[src/rtl/core/des_pkg.sv]
// DES package: permutation tables, S-boxes and bit-level helper functions.
// Shared by the key schedule, the round logic and the top level. No dependencies.

package des_pkg;

  // Table entries are the 1-based bit positions of the standard tables.
  typedef logic [6:0] pos_t;

  // All sixteen round subkeys, round 1 in index 0.
  typedef logic [15:0][47:0] subkey_arr_t;

  localparam int ROUNDS = 16;

  localparam pos_t IP_TAB [64] = '{
    7'd58, 7'd50, 7'd42, 7'd34, 7'd26, 7'd18, 7'd10, 7'd2,
    7'd60, 7'd52, 7'd44, 7'd36, 7'd28, 7'd20, 7'd12, 7'd4,
    7'd62, 7'd54, 7'd46, 7'd38, 7'd30, 7'd22, 7'd14, 7'd6,
    7'd64, 7'd56, 7'd48, 7'd40, 7'd32, 7'd24, 7'd16, 7'd8,
    7'd57, 7'd49, 7'd41, 7'd33, 7'd25, 7'd17, 7'd9,  7'd1,
    7'd59, 7'd51, 7'd43, 7'd35, 7'd27, 7'd19, 7'd11, 7'd3,
    7'd61, 7'd53, 7'd45, 7'd37, 7'd29, 7'd21, 7'd13, 7'd5,
    7'd63, 7'd55, 7'd47, 7'd39, 7'd31, 7'd23, 7'd15, 7'd7
  };

  localparam pos_t FP_TAB [64] = '{
    7'd40, 7'd8, 7'd48, 7'd16, 7'd56, 7'd24, 7'd64, 7'd32,
    7'd39, 7'd7, 7'd47, 7'd15, 7'd55, 7'd23, 7'd63, 7'd31,
    7'd38, 7'd6, 7'd46, 7'd14, 7'd54, 7'd22, 7'd62, 7'd30,
    7'd37, 7'd5, 7'd45, 7'd13, 7'd53, 7'd21, 7'd61, 7'd29,
    7'd36, 7'd4, 7'd44, 7'd12, 7'd52, 7'd20, 7'd60, 7'd28,
    7'd35, 7'd3, 7'd43, 7'd11, 7'd51, 7'd19, 7'd59, 7'd27,
    7'd34, 7'd2, 7'd42, 7'd10, 7'd50, 7'd18, 7'd58, 7'd26,
    7'd33, 7'd1, 7'd41, 7'd9,  7'd49, 7'd17, 7'd57, 7'd25
  };

  localparam pos_t E_TAB [48] = '{
    7'd32, 7'd1,  7'd2,  7'd3,  7'd4,  7'd5,
    7'd4,  7'd5,  7'd6,  7'd7,  7'd8,  7'd9,
    7'd8,  7'd9,  7'd10, 7'd11, 7'd12, 7'd13,
    7'd12, 7'd13, 7'd14, 7'd15, 7'd16, 7'd17,
    7'd16, 7'd17, 7'd18, 7'd19, 7'd20, 7'd21,
    7'd20, 7'd21, 7'd22, 7'd23, 7'd24, 7'd25,
    7'd24, 7'd25, 7'd26, 7'd27, 7'd28, 7'd29,
    7'd28, 7'd29, 7'd30, 7'd31, 7'd32, 7'd1
  };

  localparam pos_t P_TAB [32] = '{
    7'd16, 7'd7,  7'd20, 7'd21, 7'd29, 7'd12, 7'd28, 7'd17,
    7'd1,  7'd15, 7'd23, 7'd26, 7'd5,  7'd18, 7'd31, 7'd10,
    7'd2,  7'd8,  7'd24, 7'd14, 7'd32, 7'd27, 7'd3,  7'd9,
    7'd19, 7'd13, 7'd30, 7'd6,  7'd22, 7'd11, 7'd4,  7'd25
  };

  localparam pos_t PC1_TAB [56] = '{
    7'd57, 7'd49, 7'd41, 7'd33, 7'd25, 7'd17, 7'd9,  7'd1,
    7'd58, 7'd50, 7'd42, 7'd34, 7'd26, 7'd18, 7'd10, 7'd2,
    7'd59, 7'd51, 7'd43, 7'd35, 7'd27, 7'd19, 7'd11, 7'd3,
    7'd60, 7'd52, 7'd44, 7'd36,
    7'd63, 7'd55, 7'd47, 7'd39, 7'd31, 7'd23, 7'd15, 7'd7,
    7'd62, 7'd54, 7'd46, 7'd38, 7'd30, 7'd22, 7'd14, 7'd6,
    7'd61, 7'd53, 7'd45, 7'd37, 7'd29, 7'd21, 7'd13, 7'd5,
    7'd28, 7'd20, 7'd12, 7'd4
  };

  localparam pos_t PC2_TAB [48] = '{
    7'd14, 7'd17, 7'd11, 7'd24, 7'd1,  7'd5,  7'd3,  7'd28,
    7'd15, 7'd6,  7'd21, 7'd10, 7'd23, 7'd19, 7'd12, 7'd4,
    7'd26, 7'd8,  7'd16, 7'd7,  7'd27, 7'd20, 7'd13, 7'd2,
    7'd41, 7'd52, 7'd31, 7'd37, 7'd47, 7'd55, 7'd30, 7'd40,
    7'd51, 7'd45, 7'd33, 7'd48, 7'd44, 7'd49, 7'd39, 7'd56,
    7'd34, 7'd53, 7'd46, 7'd42, 7'd50, 7'd36, 7'd29, 7'd32
  };

  // Per-round left rotation of the C and D halves; the amounts accumulate.
  localparam logic [1:0] ROT_TAB [16] = '{
    2'd1, 2'd1, 2'd2, 2'd2, 2'd2, 2'd2, 2'd2, 2'd2,
    2'd1, 2'd2, 2'd2, 2'd2, 2'd2, 2'd2, 2'd2, 2'd1
  };

  // S-boxes, indexed by {row, column}.
  localparam logic [3:0] SBOX [8][64] = '{
    '{4'd14, 4'd4, 4'd13, 4'd1, 4'd2, 4'd15, 4'd11, 4'd8,
      4'd3, 4'd10, 4'd6, 4'd12, 4'd5, 4'd9, 4'd0, 4'd7,
      4'd0, 4'd15, 4'd7, 4'd4, 4'd14, 4'd2, 4'd13, 4'd1,
      4'd10, 4'd6, 4'd12, 4'd11, 4'd9, 4'd5, 4'd3, 4'd8,
      4'd4, 4'd1, 4'd14, 4'd8, 4'd13, 4'd6, 4'd2, 4'd11,
      4'd15, 4'd12, 4'd9, 4'd7, 4'd3, 4'd10, 4'd5, 4'd0,
      4'd15, 4'd12, 4'd8, 4'd2, 4'd4, 4'd9, 4'd1, 4'd7,
      4'd5, 4'd11, 4'd3, 4'd14, 4'd10, 4'd0, 4'd6, 4'd13},
    '{4'd15, 4'd1, 4'd8, 4'd14, 4'd6, 4'd11, 4'd3, 4'd4,
      4'd9, 4'd7, 4'd2, 4'd13, 4'd12, 4'd0, 4'd5, 4'd10,
      4'd3, 4'd13, 4'd4, 4'd7, 4'd15, 4'd2, 4'd8, 4'd14,
      4'd12, 4'd0, 4'd1, 4'd10, 4'd6, 4'd9, 4'd11, 4'd5,
      4'd0, 4'd14, 4'd7, 4'd11, 4'd10, 4'd4, 4'd13, 4'd1,
      4'd5, 4'd8, 4'd12, 4'd6, 4'd9, 4'd3, 4'd2, 4'd15,
      4'd13, 4'd8, 4'd10, 4'd1, 4'd3, 4'd15, 4'd4, 4'd2,
      4'd11, 4'd6, 4'd7, 4'd12, 4'd0, 4'd5, 4'd14, 4'd9},
    '{4'd10, 4'd0, 4'd9, 4'd14, 4'd6, 4'd3, 4'd15, 4'd5,
      4'd1, 4'd13, 4'd12, 4'd7, 4'd11, 4'd4, 4'd2, 4'd8,
      4'd13, 4'd7, 4'd0, 4'd9, 4'd3, 4'd4, 4'd6, 4'd10,
      4'd2, 4'd8, 4'd5, 4'd14, 4'd12, 4'd11, 4'd15, 4'd1,
      4'd13, 4'd6, 4'd4, 4'd9, 4'd8, 4'd15, 4'd3, 4'd0,
      4'd11, 4'd1, 4'd2, 4'd12, 4'd5, 4'd10, 4'd14, 4'd7,
      4'd1, 4'd10, 4'd13, 4'd0, 4'd6, 4'd9, 4'd8, 4'd7,
      4'd4, 4'd15, 4'd14, 4'd3, 4'd11, 4'd5, 4'd2, 4'd12},
    '{4'd7, 4'd13, 4'd14, 4'd3, 4'd0, 4'd6, 4'd9, 4'd10,
      4'd1, 4'd2, 4'd8, 4'd5, 4'd11, 4'd12, 4'd4, 4'd15,
      4'd13, 4'd8, 4'd11, 4'd5, 4'd6, 4'd15, 4'd0, 4'd3,
      4'd4, 4'd7, 4'd2, 4'd12, 4'd1, 4'd10, 4'd14, 4'd9,
      4'd10, 4'd6, 4'd9, 4'd0, 4'd12, 4'd11, 4'd7, 4'd13,
      4'd15, 4'd1, 4'd3, 4'd14, 4'd5, 4'd2, 4'd8, 4'd4,
      4'd3, 4'd15, 4'd0, 4'd6, 4'd10, 4'd1, 4'd13, 4'd8,
      4'd9, 4'd4, 4'd5, 4'd11, 4'd12, 4'd7, 4'd2, 4'd14},
    '{4'd2, 4'd12, 4'd4, 4'd1, 4'd7, 4'd10, 4'd11, 4'd6,
      4'd8, 4'd5, 4'd3, 4'd15, 4'd13, 4'd0, 4'd14, 4'd9,
      4'd14, 4'd11, 4'd2, 4'd12, 4'd4, 4'd7, 4'd13, 4'd1,
      4'd5, 4'd0, 4'd15, 4'd10, 4'd3, 4'd9, 4'd8, 4'd6,
      4'd4, 4'd2, 4'd1, 4'd11, 4'd10, 4'd13, 4'd7, 4'd8,
      4'd15, 4'd9, 4'd12, 4'd5, 4'd6, 4'd3, 4'd0, 4'd14,
      4'd11, 4'd8, 4'd12, 4'd7, 4'd1, 4'd14, 4'd2, 4'd13,
      4'd6, 4'd15, 4'd0, 4'd9, 4'd10, 4'd4, 4'd5, 4'd3},
    '{4'd12, 4'd1, 4'd10, 4'd15, 4'd9, 4'd2, 4'd6, 4'd8,
      4'd0, 4'd13, 4'd3, 4'd4, 4'd14, 4'd7, 4'd5, 4'd11,
      4'd10, 4'd15, 4'd4, 4'd2, 4'd7, 4'd12, 4'd9, 4'd5,
      4'd6, 4'd1, 4'd13, 4'd14, 4'd0, 4'd11, 4'd3, 4'd8,
      4'd9, 4'd14, 4'd15, 4'd5, 4'd2, 4'd8, 4'd12, 4'd3,
      4'd7, 4'd0, 4'd4, 4'd10, 4'd1, 4'd13, 4'd11, 4'd6,
      4'd4, 4'd3, 4'd2, 4'd12, 4'd9, 4'd5, 4'd15, 4'd10,
      4'd11, 4'd14, 4'd1, 4'd7, 4'd6, 4'd0, 4'd8, 4'd13},
    '{4'd4, 4'd11, 4'd2, 4'd14, 4'd15, 4'd0, 4'd8, 4'd13,
      4'd3, 4'd12, 4'd9, 4'd7, 4'd5, 4'd10, 4'd6, 4'd1,
      4'd13, 4'd0, 4'd11, 4'd7, 4'd4, 4'd9, 4'd1, 4'd10,
      4'd14, 4'd3, 4'd5, 4'd12, 4'd2, 4'd15, 4'd8, 4'd6,
      4'd1, 4'd4, 4'd11, 4'd13, 4'd12, 4'd3, 4'd7, 4'd14,
      4'd10, 4'd15, 4'd6, 4'd8, 4'd0, 4'd5, 4'd9, 4'd2,
      4'd6, 4'd11, 4'd13, 4'd8, 4'd1, 4'd4, 4'd10, 4'd7,
      4'd9, 4'd5, 4'd0, 4'd15, 4'd14, 4'd2, 4'd3, 4'd12},
    '{4'd13, 4'd2, 4'd8, 4'd4, 4'd6, 4'd15, 4'd11, 4'd1,
      4'd10, 4'd9, 4'd3, 4'd14, 4'd5, 4'd0, 4'd12, 4'd7,
      4'd1, 4'd15, 4'd13, 4'd8, 4'd10, 4'd3, 4'd7, 4'd4,
      4'd12, 4'd5, 4'd6, 4'd11, 4'd0, 4'd14, 4'd9, 4'd2,
      4'd7, 4'd11, 4'd4, 4'd1, 4'd9, 4'd12, 4'd14, 4'd2,
      4'd0, 4'd6, 4'd10, 4'd13, 4'd15, 4'd3, 4'd5, 4'd8,
      4'd2, 4'd1, 4'd14, 4'd7, 4'd4, 4'd10, 4'd8, 4'd13,
      4'd15, 4'd12, 4'd9, 4'd0, 4'd3, 4'd5, 4'd6, 4'd11}
  };

  // Output bit i takes input bit (table entry - 1); bit 0 is the first DES bit.
  function automatic logic [63:0] perm_ip(input logic [63:0] x);
    logic [63:0] y;
    for (int i = 0; i < 64; i++) begin
      y[i] = x[6'(IP_TAB[i] - 7'd1)];
    end
    return y;
  endfunction

  function automatic logic [63:0] perm_fp(input logic [63:0] x);
    logic [63:0] y;
    for (int i = 0; i < 64; i++) begin
      y[i] = x[6'(FP_TAB[i] - 7'd1)];
    end
    return y;
  endfunction

  function automatic logic [47:0] perm_e(input logic [31:0] x);
    logic [47:0] y;
    for (int i = 0; i < 48; i++) begin
      y[i] = x[5'(E_TAB[i] - 7'd1)];
    end
    return y;
  endfunction

  function automatic logic [31:0] perm_p(input logic [31:0] x);
    logic [31:0] y;
    for (int i = 0; i < 32; i++) begin
      y[i] = x[5'(P_TAB[i] - 7'd1)];
    end
    return y;
  endfunction

  function automatic logic [55:0] perm_pc1(input logic [63:0] x);
    logic [55:0] y;
    for (int i = 0; i < 56; i++) begin
      y[i] = x[6'(PC1_TAB[i] - 7'd1)];
    end
    return y;
  endfunction

  function automatic logic [47:0] perm_pc2(input logic [55:0] x);
    logic [47:0] y;
    for (int i = 0; i < 48; i++) begin
      y[i] = x[6'(PC2_TAB[i] - 7'd1)];
    end
    return y;
  endfunction

  // Rotation toward the first bit, which is a right rotate in bit index.
  function automatic logic [27:0] rot28(input logic [27:0] v, input logic [1:0] s);
    return (s == 2'd1) ? {v[0], v[27:1]} : {v[1:0], v[27:2]};
  endfunction

endpackage

[src/rtl/core/des_round.sv]
// One DES Feistel round: expansion, subkey mix, S-boxes, P permutation and half swap.
// Depends on des_pkg.

module des_round import des_pkg::*; (
  input  logic [31:0] l_in,
  input  logic [31:0] r_in,
  input  logic [47:0] round_key,
  output logic [31:0] l_out,
  output logic [31:0] r_out
);

  logic [47:0] mixed;
  logic [31:0] sbox_out;

  assign mixed = perm_e(r_in) ^ round_key;

  always_comb begin
    logic [5:0] b;
    logic [3:0] v;
    sbox_out = '0;
    for (int i = 0; i < 8; i++) begin
      b = mixed[6*i +: 6];
      // Row comes from the outer bits, column from the inner four.
      v = SBOX[i][{b[0], b[5], b[1], b[2], b[3], b[4]}];
      sbox_out[4*i +: 4] = {v[0], v[1], v[2], v[3]};
    end
  end

  assign l_out = r_in;
  assign r_out = l_in ^ perm_p(sbox_out);

endmodule

[config.mk]
export PLATFORM = sky130hd
export DESIGN_NAME = des_round
export DESIGN_NICKNAME = d
export VERILOG_FILES = /design/src/rtl/core/des_pkg.sv /design/src/rtl/core/des_round.sv
export SDC_FILE = /design/constraint.sdc
export NUM_CORES = 1
export LEC_CHECK = 0
export ABC_AREA = 1
export BUFFER_PORTS_ARGS = -buffer_cell sky130_fd_sc_hd__buf_2
export CAP_MARGIN = 40
export CORE_UTILIZATION = 60
export DETAILED_ROUTE_END_ITERATION = 12
export PLACE_DENSITY = 0.95
export SYNTH_ARGS = -nofsm -noshare
export SYNTH_HDL_FRONTEND = slang
export SYNTH_SLANG_ARGS = --single-unit
[constraint.sdc]
create_clock -name vclk -period 2.7
set_input_delay 0.27 -clock vclk [all_inputs]
set_output_delay 0.27 -clock vclk [all_outputs]
set_load 0.1 [all_outputs]
# Yosys cells after proc, flatten, opt, wreduce, memory -nomap -nowiden

Memory sizes are Yosys's and may differ from the RTL's.
Index checks and enable logic that the tools add are counted.

Flip-flop bits (word level): 0
ROM bits: 2048
Bits of input ports: 112
Output and inout port bits: 64
Word-level logic and storage cells: 42
Memories kept: 8

Memory list:

| memory          | depth | bits a word | read ports | clocked after Yosys merged registers in | wr ports | line            | source |
|---|---|---|---|---|---|---|---|
| (no name shown) | 64    | 4           | 1          | 0                                       | 0        | des_round.sv:24 | `v = SBOX[i][{b[0], b[5], b[1], b[2], b[3], b[4]}];` |
| (no name shown) | 64    | 4           | 1          | 0                                       | 0        | des_round.sv:24 |  |
| (no name shown) | 64    | 4           | 1          | 0                                       | 0        | des_round.sv:24 |  |
| (no name shown) | 64    | 4           | 1          | 0                                       | 0        | des_round.sv:24 |  |
| (no name shown) | 64    | 4           | 1          | 0                                       | 0        | des_round.sv:24 |  |
| (no name shown) | 64    | 4           | 1          | 0                                       | 0        | des_round.sv:24 |  |
| 2 more memories | n/a   | n/a         | n/a        | n/a                                     | n/a      | n/a             |  |

$lt $le $gt $ge: 8
Mux-type cells: 16
Bitwise logic cells: 10

Operators with widths:

| operator           | count |
|---|---|
| $mux 4             | 16 |
| $ge 7x7->1 const B | 8 |
| $not 6->7          | 8 |
| $xor 48x48->48     | 1 |
| $xor 32x32->32     | 1 |

# Depth between registers and ports, before layout

Gate-level depths: netlist of run 1.

Word-level depth: 6
Gate-level depth with buffers: 16
Depth with buffers taken out: 16

# Least setup slack after synthesis of run 1

Ideal clock, no wire load.

Path type: in2out
Start point: input port r_in[26]
End point: output port r_out[31]
Arrival time: 2.139 ns
Required time: 2.430 ns
Slack: 0.291 ns
Stages on the path: 15
Path buffers: 0
Cell sequence: nand2_1 > inv_1 > nor2_1 > ha_1 > inv_1 > nand2_1 > nand2_1 > nand2_1 > nand2_1 > nand2_1 > nand2_1 > nand2_1 > nand2_1 > nand2_1 > nand2_1

Word-level cells in the longest chain between the ends: 6

RTL lines:

| what                                       | line            | source |
|---|---|---|
| start: declaration                         | des_round.sv:6  | `input logic [31:0] r_in,` |
| $xor 48x48->48                             | des_round.sv:15 | `assign mixed = perm_e(r_in) ^ round_key;` |
| $not 6->7 (implied by the code)            | des_round.sv:24 |  |
| $mem_v2 64x4                               | n/a             |  |
| $mux 4 (implied by the code) (2 in series) | des_round.sv:24 |  |
| $xor 32x32->32                             | des_round.sv:30 | `assign r_out = l_in ^ perm_p(sbox_out);` |
| end: declaration                           | des_round.sv:9  | `output logic [31:0] r_out` |

Every way passes these cells. The select of a mux whose other input is x is not followed.

# Worst setup path in the final report of run 1

Start point: input port r_in[3]
End point: output port r_out[22]

The elaborated chain is that of the path after synthesis.

==> impl_results.md, run 1 <==
- RSZ-0062 raised after global routing: false
- Total GRT Usage: 0.319
- Hold-fix buffers, CTS: 0
- Hold Path Origin: r_in[14]
- Routed via count: 8526
- Worst-margin pin slew: 0.679 ns
- Period utilization: 0.925
- Largest net degree at the start of global routing: 19
- Buffers on Ports: 176
- CP top delay family: simple AND/OR/NAND/NOR gates
- Worst-path maximum fanout: 7
- Layout Utilization: 0.745
- Initial Util: 0.628
- FFs & Latches: 0
- Die width: 104 um
- Headroom to the max-slew limit: 0.544
- Buffer count from post-CTS setup fixing: 0
- Post-Syn Area: 6220 sq um
- Layout cells sized above 1: 0.155
- Cell taking the most area after synthesis: nand2_1
- Via/cell ratio: 5.48
- Post-Syn Instances: 1272
- Cell variety after synth: 21
- Pwr Density: 403 nW/um^2
- Commonest non-fill, non-tap cell in the layout: nand2_1
- CP peak stage delay: 0.42 ns
- FMAX: 400 MHz
- DR WL/cell: 11.4 um
- # clk buffers: 0
- Yosys warnings: 0
- Status: finished clean
- Total gr overflow: 0
- Final Hold Violating Endpoints: 0
- DRT iter0 DRCs: 800
- Hold Path End: l_out[14]
- Vias in the first global route: 7636
- Max-Cap Viols: 0
- Critical Path, Cell by Cell: buf_2 -> inv_1 -> nand2_1 -> nand2_1 -> ha_1 -> inv_1 -> nand2_1 -> nand3_1 -> nand2_1 -> nand2_1 -> nand3_1 -> nand2_1 -> nand2_1 -> nand2_1 -> buf_2
- Final Max Slew Viols: 0
- Gates resized, CTS repair: 0
- Nets@finish: 1598
- DRC: 0
- Syn Nets: 1446
- # setup viols final: 0
- Initial antenna violation count: 0
- Filler cells: 840
- Initial DRT Pass Iterations: 8
- Final ANT Viol Nets: 0
- PnR Total Power: 2.98 mW
- Avg Cell Area, Syn: 4.89 sq um
- Buffers and inverters on the worst path: 4
- Register Area: 0 sq um
- Row count: 36
- Inst Count DP: 1555
- Synth top area cells: nand2_1 (38%), nand3_1 (26%), ha_1 (12%), inv_1 (7.8%), buf_4 (4.1%)
- Ports: 176
- Crit path top cell by count: nand2_1
- DIE HEIGHT: 104 um
- TNS Setup: 0 ns
- Worst hold path class: in -> out
- Lkg Pwr: 4.67 nW
- ANT cells: 0
- RD Place Congestion: 1.01
- Worst ir drop on vdd: 0.346 mV
- Seq/Total Area, Yosys: 0
- Kind of start point of the critical path: input port
- Final non-filler cell total: 1555
- CP Capture Type: output port
- Fin crit period: 2.50 ns
- Syn-to-layout area delta: 18.8%
- Global-route wire length before repair: 30900 um
- Final wirelength: 17800 um
- Commonest non-fill, non-tap cells in the layout: nand2_1 (632), nand3_1 (321), buf_2 (158)
- Top cell type's share of synthesized area: 0.381
- Highest-delay cell along the critical path: buf_2
- Die Area: 10800 sq um
- Hold Crit Depth: 2
- Worst EP arrival: 2.23 ns
- Core area: 9910 sq um
- Hpwl dp: 14500 um
- WS Path Type: in -> out
- WP data required: 2.43 ns
[routing by layer]
layer | track usage | share of wire
met2 | 0.607 | 0.49
met5 | 0 | 0
met3 | 0.0384 | 0.097
met1 | 0.374 | 0.39
met4 | 0.0796 | 0.018
[power by group]
group / leakage [nW] / switching, mW / internal (mW)
Clock: 0 / 0 / 0
Sequential: 0 / 0 / 0
Combinational: 4.67 / 2.10 / 0.883
[through the flow]
step                worst slack [ns]  hold WS [ns]  area [sq um]
floorplan                      0.291         0.752          6220
global placement               0.222         0.932          7370
detailed placement             0.241         0.937          7390
CTS                            0.230         0.937          7390
global route                  0.0107         0.942          7390
finish                         0.202         0.936          7390
[kinds of logic (layout without fill, tap and decap cells)]
kind of cell / after synthesis / in the layout / synth area share
buffers and inverters: 192 / 342 / 0.143
AND/OR/NAND/NOR: 980 / 980 / 0.668
XOR/XNOR: 32 / 32 / 0.0589
AO/OA/AOI/OAI: 6 / 6 / 0.00523
adder cells (fa/ha/maj): 62 / 62 / 0.125
[worst max path at each step]
| stage | depth (start not counted) | start | end |
|---|---|---|---|
| after floorplan | 15 | r_in[26] | r_out[31] |
| after global placement | 9 | r_in[0] | r_out[16] |
| after detailed placement | 15 | r_in[3] | r_out[22] |
| after CTS | 15 | r_in[3] | r_out[22] |
| after global routing | 15 | r_in[3] | r_out[22] |
| final | 15 | r_in[3] | r_out[22] |
[cells in the mapped netlist, drive strengths merged]
master and number:
ha 62, clkinv 3, inv 132, a21oi 2
o211ai 1, o21ai 3, nand3b 18, nor2 6
or2 1, nand2 632, buf 57, nand3 321
xor2 10, xnor2 22, nand4 2
[final cells by class]
cell class	count	area, sq um	share of cell area
multi-input combinational	1080	5330	0.722
inverter	135	507	0.0686
tap	133	166	0.0225
timing repair buffer	207	1380	0.187
Power figures use the tool's default switching activity.
==> run 2, diff against run 1 <==
--- a/config.mk
+++ b/config.mk
@@ -8,9 +8,9 @@
 export ABC_AREA = 1
 export BUFFER_PORTS_ARGS = -buffer_cell sky130_fd_sc_hd__buf_2
 export CAP_MARGIN = 40
-export CORE_UTILIZATION = 60
+export CORE_UTILIZATION = 38
 export DETAILED_ROUTE_END_ITERATION = 12
-export PLACE_DENSITY = 0.95
+export PLACE_DENSITY = 0.66
 export SYNTH_ARGS = -nofsm -noshare
 export SYNTH_HDL_FRONTEND = slang
 export SYNTH_SLANG_ARGS = --single-unit
==> run 2 against run 1 <==
Die area grew 57%. Sequential cell count did not move. Non-clock buffer count is 5 higher. Via count is 3.8% lower. Critical path depth fell by 1.
==> impl_results.md, run 2 (same netlist as run 1, synthesis figures left out) <==
- Status: finished clean
- Max-Cap Viols: 0
- Setup slack after layout: 0.256 ns
- Die Area: 16900 sq um
- Worst ir drop on vdd: 0.351 mV
- PnR Total Power: 3.00 mW
- Commonest non-fill, non-tap cell in the layout: nand2_1
- Buffer count from post-CTS setup fixing: 0
- WP data required: 2.43 ns
- Final Max Slew Viols: 0
- Fin crit period: 2.44 ns
- Routed via count: 8201
- RSZ-0062 raised after global routing: false
- Initial antenna violation count: 0
- Total GRT Usage: 0.201
- Ports: 176
- Kind of start point of the critical path: input port
- Nets@finish: 1603
- Inst Count DP: 1643
- Die width: 130 um
- Syn-to-layout area delta: 21.5%
- Filler cells: 1770
- RD Place Congestion: 0.942
- WS Path Type: in -> out
- Headroom to the max-slew limit: 0.491
- Hpwl dp: 14600 um
- Commonest non-fill, non-tap cells in the layout: nand2_1 (632), nand3_1 (321), buf_2 (156)
- DRT iter0 DRCs: 672
- Worst EP arrival: 2.17 ns
- Final ANT Viol Nets: 0
- Register Area: 0 sq um
- Total gr overflow: 0
- Vias in the first global route: 6745
- Lkg Pwr: 4.70 nW
- ANT cells: 0
- Initial Util: 0.390
- Period utilization: 0.905
- CP Capture Type: output port
- Initial DRT Pass Iterations: 5
- Buffers on Ports: 176
- TNS Setup: 0 ns
- FMAX: 409 MHz
- DR WL/cell: 10.7 um
- Hold-fix buffers, CTS: 0
- Global-route wire length before repair: 29300 um
- Final non-filler cell total: 1643
- Worst hold path class: in -> out
- Largest net degree at the start of global routing: 19
- FFs & Latches: 0
- DRC: 0
- Gates resized, CTS repair: 0
- Core area: 15900 sq um
- Multi-input gate area: 5330 sq um
- Worst-margin pin slew: 0.760 ns
- Layout cells sized above 1: 0.158
- Final Hold Violating Endpoints: 0
- Via/cell ratio: 4.99
- Row count: 46
- Pwr Density: 397 nW/um^2
- # setup viols final: 0
- Worst-path maximum fanout: 7
- Place WS: 0.261 ns
- Final wirelength: 17600 um
- DIE HEIGHT: 130 um
- # clk buffers: 0
run 2: report_power, final:
part	switching, mW	internal, mW
Combinational	2.09	0.910
Clock	0	0
Sequential	0	0
Total	2.09	0.910
run 2: final cells by class:
class              count  area share
well taps            216      0.0358
multi-input cells   1080       0.705
repair buffers       212       0.192
inverters            135      0.0670
run 2: metal layers:
layer	up-vias	global-route usage	share of wire
li1	4313	-	-
met1	3545	0.288	0.49
met2	332	0.339	0.44
met3	11	0.0135	0.072
met4	0	0.0212	0.0062
met5	-	0	0
run 2: worst max-delay path: stages:
cell and delay (ns):
buf_2 0.14, inv_1 0.07, nand2_1 0.05, nand2_1 0.16, ha_1 0.38, inv_1 0.06
nand2_1 0.14, nand3_1 0.10, nand3_1 0.12, nand3_1 0.10, nand2_1 0.07, nand2_1 0.04
nand2_1 0.05, buf_2 0.41
run 2: final timing paths:
kind  startpoint   endpoint  cells past startpoint
max      r_in[3]  r_out[16]                     14
min     r_in[14]  l_out[14]                      2
run 2: through the flow:
stage | hold WS [ns] | area [sq um] | util
finish | 0.934 | 7560 | 0.474
global route | 0.945 | 7560 | 0.474
CTS | 0.935 | 7560 | 0.474
detailed placement | 0.935 | 7560 | 0.474
global placement | 0.932 | 7540 | 0.473
floorplan | 0.752 | 6220 | -
